$ cat src/rtl/lz78_phrase_decoder_defines.svh
// Assertion macros shared by the phrase decoder modules.
`ifndef LZ78_PHRASE_DECODER_DEFINES_SVH
`define LZ78_PHRASE_DECODER_DEFINES_SVH

// same-cycle implication, disabled in reset
`define LZPD_ASSERT_IMP(lbl, clk, rst, ante, cons, msg) \
  lbl: assert property (@(posedge clk) disable iff (rst) (ante) |-> (cons)) \
    else $error(msg);

// next-cycle implication, disabled in reset
`define LZPD_ASSERT_NXT(lbl, clk, rst, ante, cons, msg) \
  lbl: assert property (@(posedge clk) disable iff (rst) (ante) |=> (cons)) \
    else $error(msg);

`endif

$ cat src/rtl/lz78pd_pkg.sv
// Types and constants shared by the phrase decoder modules.
package lz78pd_pkg;

  localparam int DICT_DEPTH_DEF = 4096;
  localparam int MAX_PHRASE_DEF = 64;
  localparam int SYMBOL_W       = 8;
  localparam int PARENT_W       = 13;
  localparam int STATUS_W       = 2;

  typedef enum logic [STATUS_W-1:0] {
    ST_OK    = 2'd0,
    ST_UNDEF = 2'd1,
    ST_LONG  = 2'd2,
    ST_FULL  = 2'd3
  } status_t;

  typedef enum logic [2:0] {
    S_IDLE,
    S_CHECK,
    S_WALK,
    S_FINISH,
    S_EMIT,
    S_ERROR
  } state_t;

  typedef struct packed {
    logic    load;
    logic    walk;
    logic    rd;
    logic    store;
    logic    emit_start;
    logic    err_load;
    status_t err_code;
  } cmd_t;

  typedef struct packed {
    logic undef;
    logic p_zero;
    logic len_full;
    logic full;
    logic emit_done;
    logic out_free;
  } stat_t;

endpackage

$ cat src/rtl/lz78pd_ctrl.sv
// Controller: sequences check, chain walk, store and emission of each item.
`include "lz78_phrase_decoder_defines.svh"

module lz78pd_ctrl import lz78pd_pkg::*; (
  input  logic  clk,
  input  logic  rst,
  input  logic  in_valid,
  output logic  in_ready,
  input  stat_t stat,
  output cmd_t  cmd
);

  state_t  state, state_next;
  status_t err_code, err_code_next;

  always_ff @(posedge clk) begin
    if (rst) begin
      state    <= S_IDLE;
      err_code <= ST_OK;
    end else begin
      state    <= state_next;
      err_code <= err_code_next;
    end
  end

  always_comb begin
    state_next    = state;
    err_code_next = err_code;
    in_ready      = 1'b0;
    cmd           = '0;
    cmd.err_code  = err_code;
    unique case (state)
      S_IDLE: begin
        in_ready = !rst;
        if (in_valid && !rst) begin
          cmd.load   = 1'b1;
          state_next = S_CHECK;
        end
      end
      S_CHECK: begin
        if (stat.undef) begin
          err_code_next = ST_UNDEF;
          state_next    = S_ERROR;
        end else begin
          state_next = S_WALK;
        end
      end
      S_WALK: begin
        cmd.walk = 1'b1;
        priority if (stat.p_zero) begin
          state_next = S_FINISH;
        end else if (stat.len_full) begin
          err_code_next = ST_LONG;
          state_next    = S_ERROR;
        end else begin
          cmd.rd = 1'b1;
        end
      end
      S_FINISH: begin
        if (stat.full) begin
          err_code_next = ST_FULL;
          state_next    = S_ERROR;
        end else begin
          cmd.store      = 1'b1;
          cmd.emit_start = 1'b1;
          state_next     = S_EMIT;
        end
      end
      S_EMIT: begin
        if (stat.emit_done) begin
          state_next = S_IDLE;
        end
      end
      S_ERROR: begin
        if (stat.out_free) begin
          cmd.err_load = 1'b1;
          state_next   = S_IDLE;
        end
      end
      default: begin
        state_next = S_IDLE;
      end
    endcase
  end

  `LZPD_ASSERT_NXT(a_accept_to_check, clk, rst, in_valid && in_ready, state == S_CHECK, "accepted item did not enter check")
  `LZPD_ASSERT_IMP(a_err_slot_free, clk, rst, cmd.err_load, stat.out_free, "error result loaded over a waiting result")
  `LZPD_ASSERT_IMP(a_store_not_full, clk, rst, cmd.store, !stat.full, "store into a full dictionary")

endmodule

$ cat config.mk
export PLATFORM = sky130hd
export DESIGN_NAME = lz78pd_ctrl
export DESIGN_NICKNAME = d
export VERILOG_FILES = /design/src/rtl/lz78pd_pkg.sv /design/src/rtl/lz78pd_ctrl.sv
export VERILOG_INCLUDE_DIRS = /design/src /design/src/rtl
export SDC_FILE = /design/constraint.sdc
export NUM_CORES = 1
export LEC_CHECK = 0
export BUFFER_PORTS_ARGS = -buffer_cell sky130_fd_sc_hd__buf_2
export CAP_MARGIN = 0
export CORE_AREA = 8 8 45 47
export CTS_CLUSTER_DIAMETER = 120
export CTS_CLUSTER_SIZE = 10
export DETAILED_ROUTE_END_ITERATION = 6
export DIE_AREA = 0 0 53 55
export PLACE_DENSITY_LB_ADDON = 0.05
export SLEW_MARGIN = 5
export SYNTH_ARGS = -nofsm -noshare
export SYNTH_HDL_FRONTEND = slang
export SYNTH_SLANG_ARGS = --single-unit
$ cat constraint.sdc
create_clock -name clk -period 3.4 [get_ports clk]
set_input_delay 0.17 -clock clk [delete_from_list [all_inputs] [get_ports clk]]
set_output_delay 0.17 -clock clk [all_outputs]
set_load 0.05 [all_outputs]
==> results of run 1 <==
[area by class of cell]
class                   count  share of cell area [%]
clock buffers               4                    5.51
inverters                   1                   0.787
multi-input cells          44                    50.7
flip-flops and latches      5                    21.0
well taps                  16                    4.20
repair buffers             17                    17.8
[sequential cells by signal, summed over array words and instances (netlist names)]
name,flops
err_code,2
state,3
[per-layer routing]
metal	GRT usage (%)	vias to the layer above
met3	2.41	0
li1	-	230
met4	6.47	0
met2	9.96	9
met1	9.74	181
met5	0	-
[worst max path at each step]
stage | endpoint | from | cells after the start | slack [ns]
6_report | cmd[5] | state[1] | 3 | 1.42
3_3_place_gp | cmd[5] | state[1] | 3 | 1.77
5_1_grt | cmd[5] | state[1] | 3 | 1.33
3_5_place_dp | cmd[5] | state[1] | 3 | 1.69
2_1_floorplan | cmd[7] | state[2] | 3 | 0.57
4_1_cts | cmd[5] | state[1] | 3 | 1.42
[kinds of logic after synthesis]
| family | synth area share [%] |
|---|---|
| AO/OA/AOI/OAI | 21.7 |
| flip-flops | 25.6 |
| buffers and inverters | 12.8 |
| AND/OR/NAND/NOR | 37.4 |
| multiplexers | 2.56 |
[stage by stage]
step | power (uW) | instance area [um2] | hold WS, ns
final | 253 | 477 | 0.193
after floorplan | 173 | 392 | 0.239
after detailed placement | 186 | 450 | 0.440
after global routing | 273 | 477 | 0.189
after CTS | 259 | 477 | 0.182
after global placement | 188 | 450 | 0.446
[placed cells by master, fill, tap and decap left out, types with 3 or more instances in the layout]
master and instances:
nor4_1 3, dfxtp_1 5, clkbuf_4 3, a21oi_1 10, o21ai_0 3, nor3b_1 4, buf_2 17, nand2_1 7
nor2_1 7
[power groups by stage]
stage | Clock, uW | Sequential, uW | Combinational (uW)
finish | 69.1 | 91.8 | 92.3
global route | 77.2 | 94.6 | 101
CTS | 73.5 | 91.9 | 93.1
detailed placement | 0 | 93.2 | 92.6
global placement | 0 | 93.3 | 94.8
floorplan | 0 | 82.7 | 90.0
==> flow_summary.json, run 1 <==
{
  "cp.buffers_inverters": 1,
  "reg2reg_setup_slack_ns": 1.87,
  "routed_wl_um": 1070,
  "worstMarginPinSlew_ns": 0.521,
  "ir_worst_vdd_mv": 0.233,
  "p_sw_share_pct": 42.4,
  "synthCells": 54,
  "layout.cells.non_filler": 87,
  "critical-path-max-stage-delay_ns": 0.60,
  "die_area_um2": 2920,
  "grt_pass1_wl_um": 1640,
  "fin_skew_ns": 0.00859,
  "drc": 0,
  "cts_resized": 0,
  "hp-class": "input port to flop",
  "synth_top_area_cell": "dfxtp_1",
  "grt_pass1_vias": 390,
  "ys_top_cells_by_area": "dfxtp_1 (26%), a21oi_1 (13%), nor3b_1 (7.7%)",
  "drive_above_1_share_pct": 28.2,
  "diodes": 0,
  "io_buffers": 17,
  "ys.flop_type": "dfxtp_1",
  "ys_seq_elements": 5,
  "avgSynthCellArea_um2": 7.25,
  "n_fill_cell": 162,
  "cts.htree.levels": 1,
  "crit_required_ns": 3.23,
  "die_h_um": 55,
  "dr.pass1.iters": 4,
  "drt_iter0_drc": 8,
  "status": "completed",
  "dp_cells": 83,
  "vias": 420,
  "pwr-share-clk_pct": 27.3,
  "hold_path_depth": 2,
  "worstHoldStart": "rst",
  "slew_headroom_pct": 64.9,
  "r2r_cells": 4,
  "fin_crit_ns": 1.98,
  "leakagePower_uw": 0.000213,
  "syn-num-nets": 63,
  "place_congestion": 0.664,
  "syn_area_um2": 392,
  "drtAntennaViolNets": 0,
  "met1_length_um": 509,
  "internal_power_uw": 146,
  "cts-root-buf": "clkbuf_4",
  "power_frac_comb_pct": 36.5,
  "synth_edf_count": 0,
  "reg2reg_to": "err_code[0]",
  "cts_hold_buf": 0,
  "clock_latency_ns": 0.24,
  "cts_buffer_depth": 2,
  "crit_chain": "nand2b_1 -> nor4_1 -> buf_2",
  "end_kind": "primary output",
  "cpLargestDelayFamily": "flip-flops",
  "fin_crit_sh_pct": 58.1,
  "criticalPathCategory": "flop to primary output",
  "place_worst_setup_slack_ns": 1.69,
  "slowest_stage": "dfxtp_1",
  "seq_area_frac_synth_pct": 25.6,
  "drv_slew": 0,
  "via_per_inst": 4.83,
  "io_pins": 18,
  "final_net_count": 81,
  "cts_setup_buffers": 0,
  "max_freq_mhz": 506,
  "routed-wl-met3_um": 82,
  "path_max_fanout": 14,
  "areaGrowthSynthToFinish_pct": 21.7,
  "worst_slack_ns": 1.42,
  "synthTopCellsByCount": "a21oi_1 (10), nand2_1 (7), nor2_1 (7), dfxtp_1 (5), nor3b_1 (4)",
  "dr.max_layer_used": "met3",
  "ys_types": 19,
  "r2r_start": "state[0]",
  "arrival_ns": 1.81,
  "cts_made_buffers": 3,
  "grt.overflow.total": 0,
  "final_util_pct": 34.4,
  "std_cell_rows": 14,
  "totalNegativeSetupSlack_ns": 0,
  "core-area_um2": 1380,
  "p_sw_uw": 107,
  "antenna_found_initial": 0,
  "final-hold-violation-count": 0,
  "cap_violations": 0,
  "initial_core_util_pct": 28.3,
  "async_flop_share_pct": 0,
  "synth_most_common_cell": "a21oi_1",
  "dp_hpwl_um": 818,
  "synth_top_area_share_pct": 25.6,
  "gr-usage-all-layers_pct": 7.60,
  "rsz0062_at_grt": "false",
  "multiInputGateArea_um2": 241,
  "cts.clk_slew.worst_paths_ns": 0.05,
  "power_density_nw_per_um2": 531,
  "cts.sinks": 5,
  "cts_tree": "yes",
  "die_w_um": 53,
  "cp-start-kind": "flop",
  "drt-wirelength-per-cell_um": 12.3,
  "register_area_um2": 100,
  "min_to": "state[1]",
  "grt_max_degree": 17,
  "synth_warnings": 0,
  "setup_viol": 0,
  "seq_power_share_pct": 36.2,
  "dr_wl_met2_um": 478
}
Power figures use the tool's default switching activity.
==> inputs of run 2 (changes only) <==
Settings changed: ABC_AREA set to 1.
Clock period 3.4 ns to 2.05 ns, I/O delays scaled along.
==> run 2 against run 1 <==
  * Worst setup slack worse by 0.97 ns
  * Sequential power is 54% higher
  * Combinational power is 130% higher
  * Critical endpoint is now cmd[2]
  * Clock skew is 0.0028 ns lower
  * Synthesized area is 2.9% higher
  * Sequential cell count stayed put
  * Via count is 5.0% lower
  * Total power is 83% higher
  * Routed wire length is 10% lower
  * Final area is 8.1% higher
  * Core utilization is 2.8 points higher
  * Die area stayed put
==> flow_summary.json, run 2 <==
{
  "status": "completed",
  "syn-num-nets": 64,
  "seq_area_frac_synth_pct": 24.8,
  "path_max_fanout": 8,
  "io_buffers": 17,
  "synth_top_area_share_pct": 24.8,
  "die_area_um2": 2920,
  "antenna_found_initial": 0,
  "arrival_ns": 1.50,
  "gr-usage-all-layers_pct": 7.21,
  "synth_most_common_cell": "nand2_1",
  "rsz0062_at_grt": "false",
  "largest_reg_flops": 3,
  "final_net_count": 84,
  "cts_hold_buf": 0,
  "cts_made_buffers": 3,
  "drv_slew": 0,
  "cts-root-buf": "clkbuf_4",
  "totalNegativeSetupSlack_ns": 0,
  "via_per_inst": 4.43,
  "setup_viol": 0,
  "dp_hpwl_um": 847,
  "leakagePower_uw": 0.000276,
  "final_cell_mix": "buf_2 (17), nand2_1 (10), inv_1 (7)",
  "io_pins": 18,
  "die_h_um": 55,
  "worstMarginPinSlew_ns": 0.399,
  "areaGrowthSynthToFinish_pct": 28.0,
  "fin_skew_ns": 0.00574,
  "cts.htree.levels": 1,
  "power_density_nw_per_um2": 898,
  "cp-start-kind": "flop",
  "std_cell_rows": 14,
  "cts.sinks": 5,
  "regMostFlops": "state",
  "diodes": 0,
  "drt_iter0_drc": 5,
  "synth_top_area_cell": "dfxtp_1",
  "crit_start": "state[0]",
  "hold_path_depth": 2,
  "mostFrequentLayoutCell": "buf_2",
  "dr.pass1.iters": 4,
  "ys_types": 27,
  "end_kind": "primary output",
  "cts_resized": 0,
  "fin_crit_sh_pct": 78.0,
  "cts_tree": "yes",
  "cts_buffer_depth": 2,
  "ys_top_cells_by_area": "dfxtp_1 (25%), nand2_1 (9.3%), inv_1 (6.5%)",
  "layout.cells.non_filler": 90,
  "synth_edf_count": 0,
  "drtAntennaViolNets": 0,
  "fin_crit_ns": 1.60,
  "routed_wl_um": 961,
  "die_w_um": 53,
  "hold_slack_ns": 0.0893,
  "vias": 399,
  "clock_latency_ns": 0.24,
  "slew_headroom_pct": 73.3,
  "cts_setup_buffers": 0,
  "reg2reg_setup_slack_ns": 0.79,
  "r2r_cells": 4,
  "endpoint": "cmd[2]",
  "r2r_start": "state[0]",
  "avgSynthCellArea_um2": 7.33,
  "max_freq_mhz": 626,
  "hp-class": "input port to flop",
  "final-hold-violation-count": 0,
  "place_congestion": 0.720,
  "drc": 0,
  "ys.flop_type": "dfxtp_1",
  "ir_worst_vdd_mv": 0.437,
  "grt_max_degree": 10,
  "drt-wirelength-per-cell_um": 10.7,
  "ys_seq_elements": 5,
  "initial_core_util_pct": 29.1,
  "grt.overflow.total": 0,
  "core-area_um2": 1380,
  "syn_area_um2": 403,
  "cap_violations": 0,
  "drive_above_1_share_pct": 47.3,
  "dp_cells": 86,
  "cts.clk_slew.worst_paths_ns": 0.05,
  "synthTopCellsByCount": "nand2_1 (10), inv_1 (7), dfxtp_1 (5), nor2_1 (4), inv_2 (3)",
  "reg2reg_to": "state[2]",
  "reg_top3": "state (3), err_code (2)",
  "grt_pass1_wl_um": 1550,
  "synth_warnings": 0,
  "async_flop_share_pct": 0,
  "grt_pass1_vias": 381,
  "synthCells": 55,
  "criticalPathCategory": "flop to primary output",
  "crit_required_ns": 1.95
}
run 2: cell type report:
type                    count  area [um2]
repair buffers             17        85.1
fillers                   162         868
inverters                  10        37.5
clock buffers               4        26.3
multi-input cells          38         246
well taps                  16        20.0
flip-flops and latches      5         100
run 2: where the power goes:
part	total [uW]	switching, uW	internal, uW
combinational	209	147	61.6
clock	113	39.7	73.6
sequential	141	26.2	114
total	463	213	250
run 2: per-layer routing:
layer / vias to the layer above / track usage (%) / part of all wire, %
met3: 0 / 4.81 / 9.6
li1: 217 / - / -
met5: - / 0 / 0
met1: 172 / 7.59 / 43
met4: 0 / 1.29 / 0
met2: 10 / 11.9 / 48
run 2: worst max-delay path: stages, from the launching register on:
cell	delay, ns
dfxtp_1	0.56
nand2_1	0.20
nor3b_1	0.20
buf_2	0.29
run 2: kinds of logic (layout without fill, tap and decap cells):
logic type | Yosys count | count (layout) | synth area share (%)
flops | 5 | 5 | 24.8
simple gates | 30 | 30 | 46.3
buf+inv | 12 | 31 | 14.0
compound gates | 8 | 8 | 14.9
run 2: worst min-delay path by stage:
| stage | start | to | slack, ns |
|---|---|---|---|
| finish | rst | err_code[0] | 0.09 |
| floorplan | rst | err_code[0] | 0.16 |
| CTS | rst | err_code[0] | 0.08 |
| global route | rst | err_code[0] | 0.08 |
| global placement | rst | err_code[0] | 0.34 |
| detailed placement | rst | err_code[0] | 0.34 |
run 2: per-stage QoR:
step                      setup WS (ns)  total power, uW  utilization, %  cell area, um2
after floorplan                   0.233              316               -             403
after global placement            0.744              357            35.4             489
after detailed placement          0.719              355            35.4             489
after CTS                         0.441              474            37.3             515
after global routing              0.356              500            37.3             515
final                             0.452              463            37.3             515
==> inputs of run 3 (changes only) <==
Settings changed: ABC_AREA 1 to 0.
Clock period 2.05 ns to 1.6 ns, I/O delays scaled along.
==> run 3 against run 2 <==
  * Worst setup slack worse by 0.33 ns
  * Core utilization is 2.7 points higher
  * Sequential power is 23% higher
  * Sequential share of layout area is 1.1 points lower
  * Clock skew is 0.0022 ns lower
  * Clock power is 31% higher
  * Critical endpoint is now cmd[3]
  * Largest power group unchanged
==> flow_summary.json, run 3 (synthesized netlist as in run 1, its figures left out) <==
{
  "design_area_um2": 553,
  "ir_worst_vdd_mv": 0.565,
  "hp-class": "input port to flop",
  "die_w_um": 53,
  "cts.htree.levels": 1,
  "totalNegativeSetupSlack_ns": 0,
  "fin_skew_ns": 0.00352,
  "areaGrowthSynthToFinish_pct": 41.2,
  "final-hold-violation-count": 0,
  "die_h_um": 55,
  "leakagePower_uw": 0.000240,
  "worstHoldStart": "rst",
  "std_cell_rows": 14,
  "r2r_cells": 4,
  "clock_latency_ns": 0.25,
  "fin_crit_ns": 1.48,
  "dr.max_layer_used": "met4",
  "reg2reg_to": "err_code[0]",
  "crit_required_ns": 1.52,
  "reg_top3": "state (3), err_code (2)",
  "drv_slew": 0,
  "final_cell_mix": "buf_2 (15), a21oi_1 (10), nor2_1 (7), nand2_1 (7), buf_4 (6)",
  "die_area_um2": 2920,
  "path_max_fanout": 10,
  "grt_max_degree": 13,
  "dp_cells": 87,
  "core-area_um2": 1380,
  "slew_headroom_pct": 75.6,
  "diodes": 0,
  "drt_iter0_drc": 1,
  "drc": 0,
  "cp-start-kind": "flop",
  "dr_wl_met2_um": 493,
  "largest_reg_flops": 3,
  "worstMarginPinSlew_ns": 0.366,
  "routed-wl-met3_um": 90,
  "grt_pass1_vias": 418,
  "vias": 452,
  "drtAntennaViolNets": 0,
  "cts_made_buffers": 3,
  "cts_tree": "yes",
  "mostFrequentLayoutCell": "buf_2",
  "rsz0062_at_grt": "false",
  "grt_pass1_wl_um": 1780,
  "antenna_found_initial": 0,
  "gr-usage-all-layers_pct": 8.31,
  "routed_wl_um": 1080,
  "dr.pass1.iters": 2,
  "dpl_cell_area_um2": 520,
  "via_per_inst": 4.97,
  "setup_viol": 0,
  "reg2reg_setup_slack_ns": 0.26,
  "cts-root-buf": "clkbuf_4",
  "arrival_ns": 1.40,
  "r2r_start": "state[0]",
  "regMostFlops": "state",
  "final_net_count": 85,
  "cts_setup_buffers": 0,
  "end_kind": "primary output",
  "criticalPathCategory": "flop to primary output",
  "io_pins": 18,
  "io_buffers": 17,
  "power_density_nw_per_um2": 1070,
  "n_fill_cell": 157,
  "place_congestion": 0.714,
  "max_freq_mhz": 675,
  "initial_core_util_pct": 28.3,
  "met1_length_um": 471,
  "dp_hpwl_um": 885,
  "drt-wirelength-per-cell_um": 11.9,
  "place_worst_setup_slack_ns": 0.242,
  "cts_buffer_depth": 2,
  "min_to": "state[1]",
  "drive_above_1_share_pct": 38.7,
  "hold_path_depth": 2,
  "fin_crit_sh_pct": 92.7,
  "worst_slack_ns": 0.118,
  "grt.overflow.total": 0,
  "cap_violations": 0,
  "layout.cells.non_filler": 91,
  "cts.clk_slew.worst_paths_ns": 0.04,
  "status": "completed",
  "cts.sinks": 5,
  "cts_hold_buf": 0,
  "final_util_pct": 40.0
}
run 3: through the flow:
step	total power (uW)	hold slack [ns]
2_1_floorplan	387	0.149
3_3_place_gp	451	0.383
3_5_place_dp	445	0.379
4_1_cts	601	0.121
5_1_grt	639	0.134
6_report	590	0.122
run 3: metal layers:
metal	track usage (%)	vias to the layer above
met5	0	-
met4	6.47	0
met3	3.48	4
met2	12.1	13
met1	9.42	199
li1	-	236
run 3: worst max-delay path by stage:
stage,cells after the start,startpoint,end
floorplan,3,state[0],cmd[7]
global placement,4,state[0],err_code[0]
detailed placement,4,state[1],cmd[7]
CTS,3,state[2],cmd[5]
global route,3,state[2],cmd[3]
finish,3,state[2],cmd[3]
run 3: timing repair:
item / in CTS / in global routing
hold endpoints to repair: 0 / 0
setup endpoints to repair: 2 / 1
resized for setup: 2 / 2
run 3: layout make-up:
class	count	area (um2)	area share, %
Inverter	1	3.75	0.679
Timing Repair Buffer	21	120	21.7
Sequential cell	5	101	18.3
Clock buffer	4	26.3	4.75
Tap cell	16	20.0	3.62
Multi-Input combinational cell	44	282	50.9
run 3: report_power, final:
group / switching [uW] / leakage (uW) / internal (uW)
logic: 162 / 0.000184 / 106
clock network: 53.3 / 0.0000150 / 94.4
registers: 30.0 / 0.0000413 / 143
total: 246 / 0.000240 / 344
run 3: critical path, cell delays in order (launching register included):
cell and delay [ns]:
dfxtp_1 0.41, nand2b_1 0.27, nor3b_2 0.19, buf_2 0.29
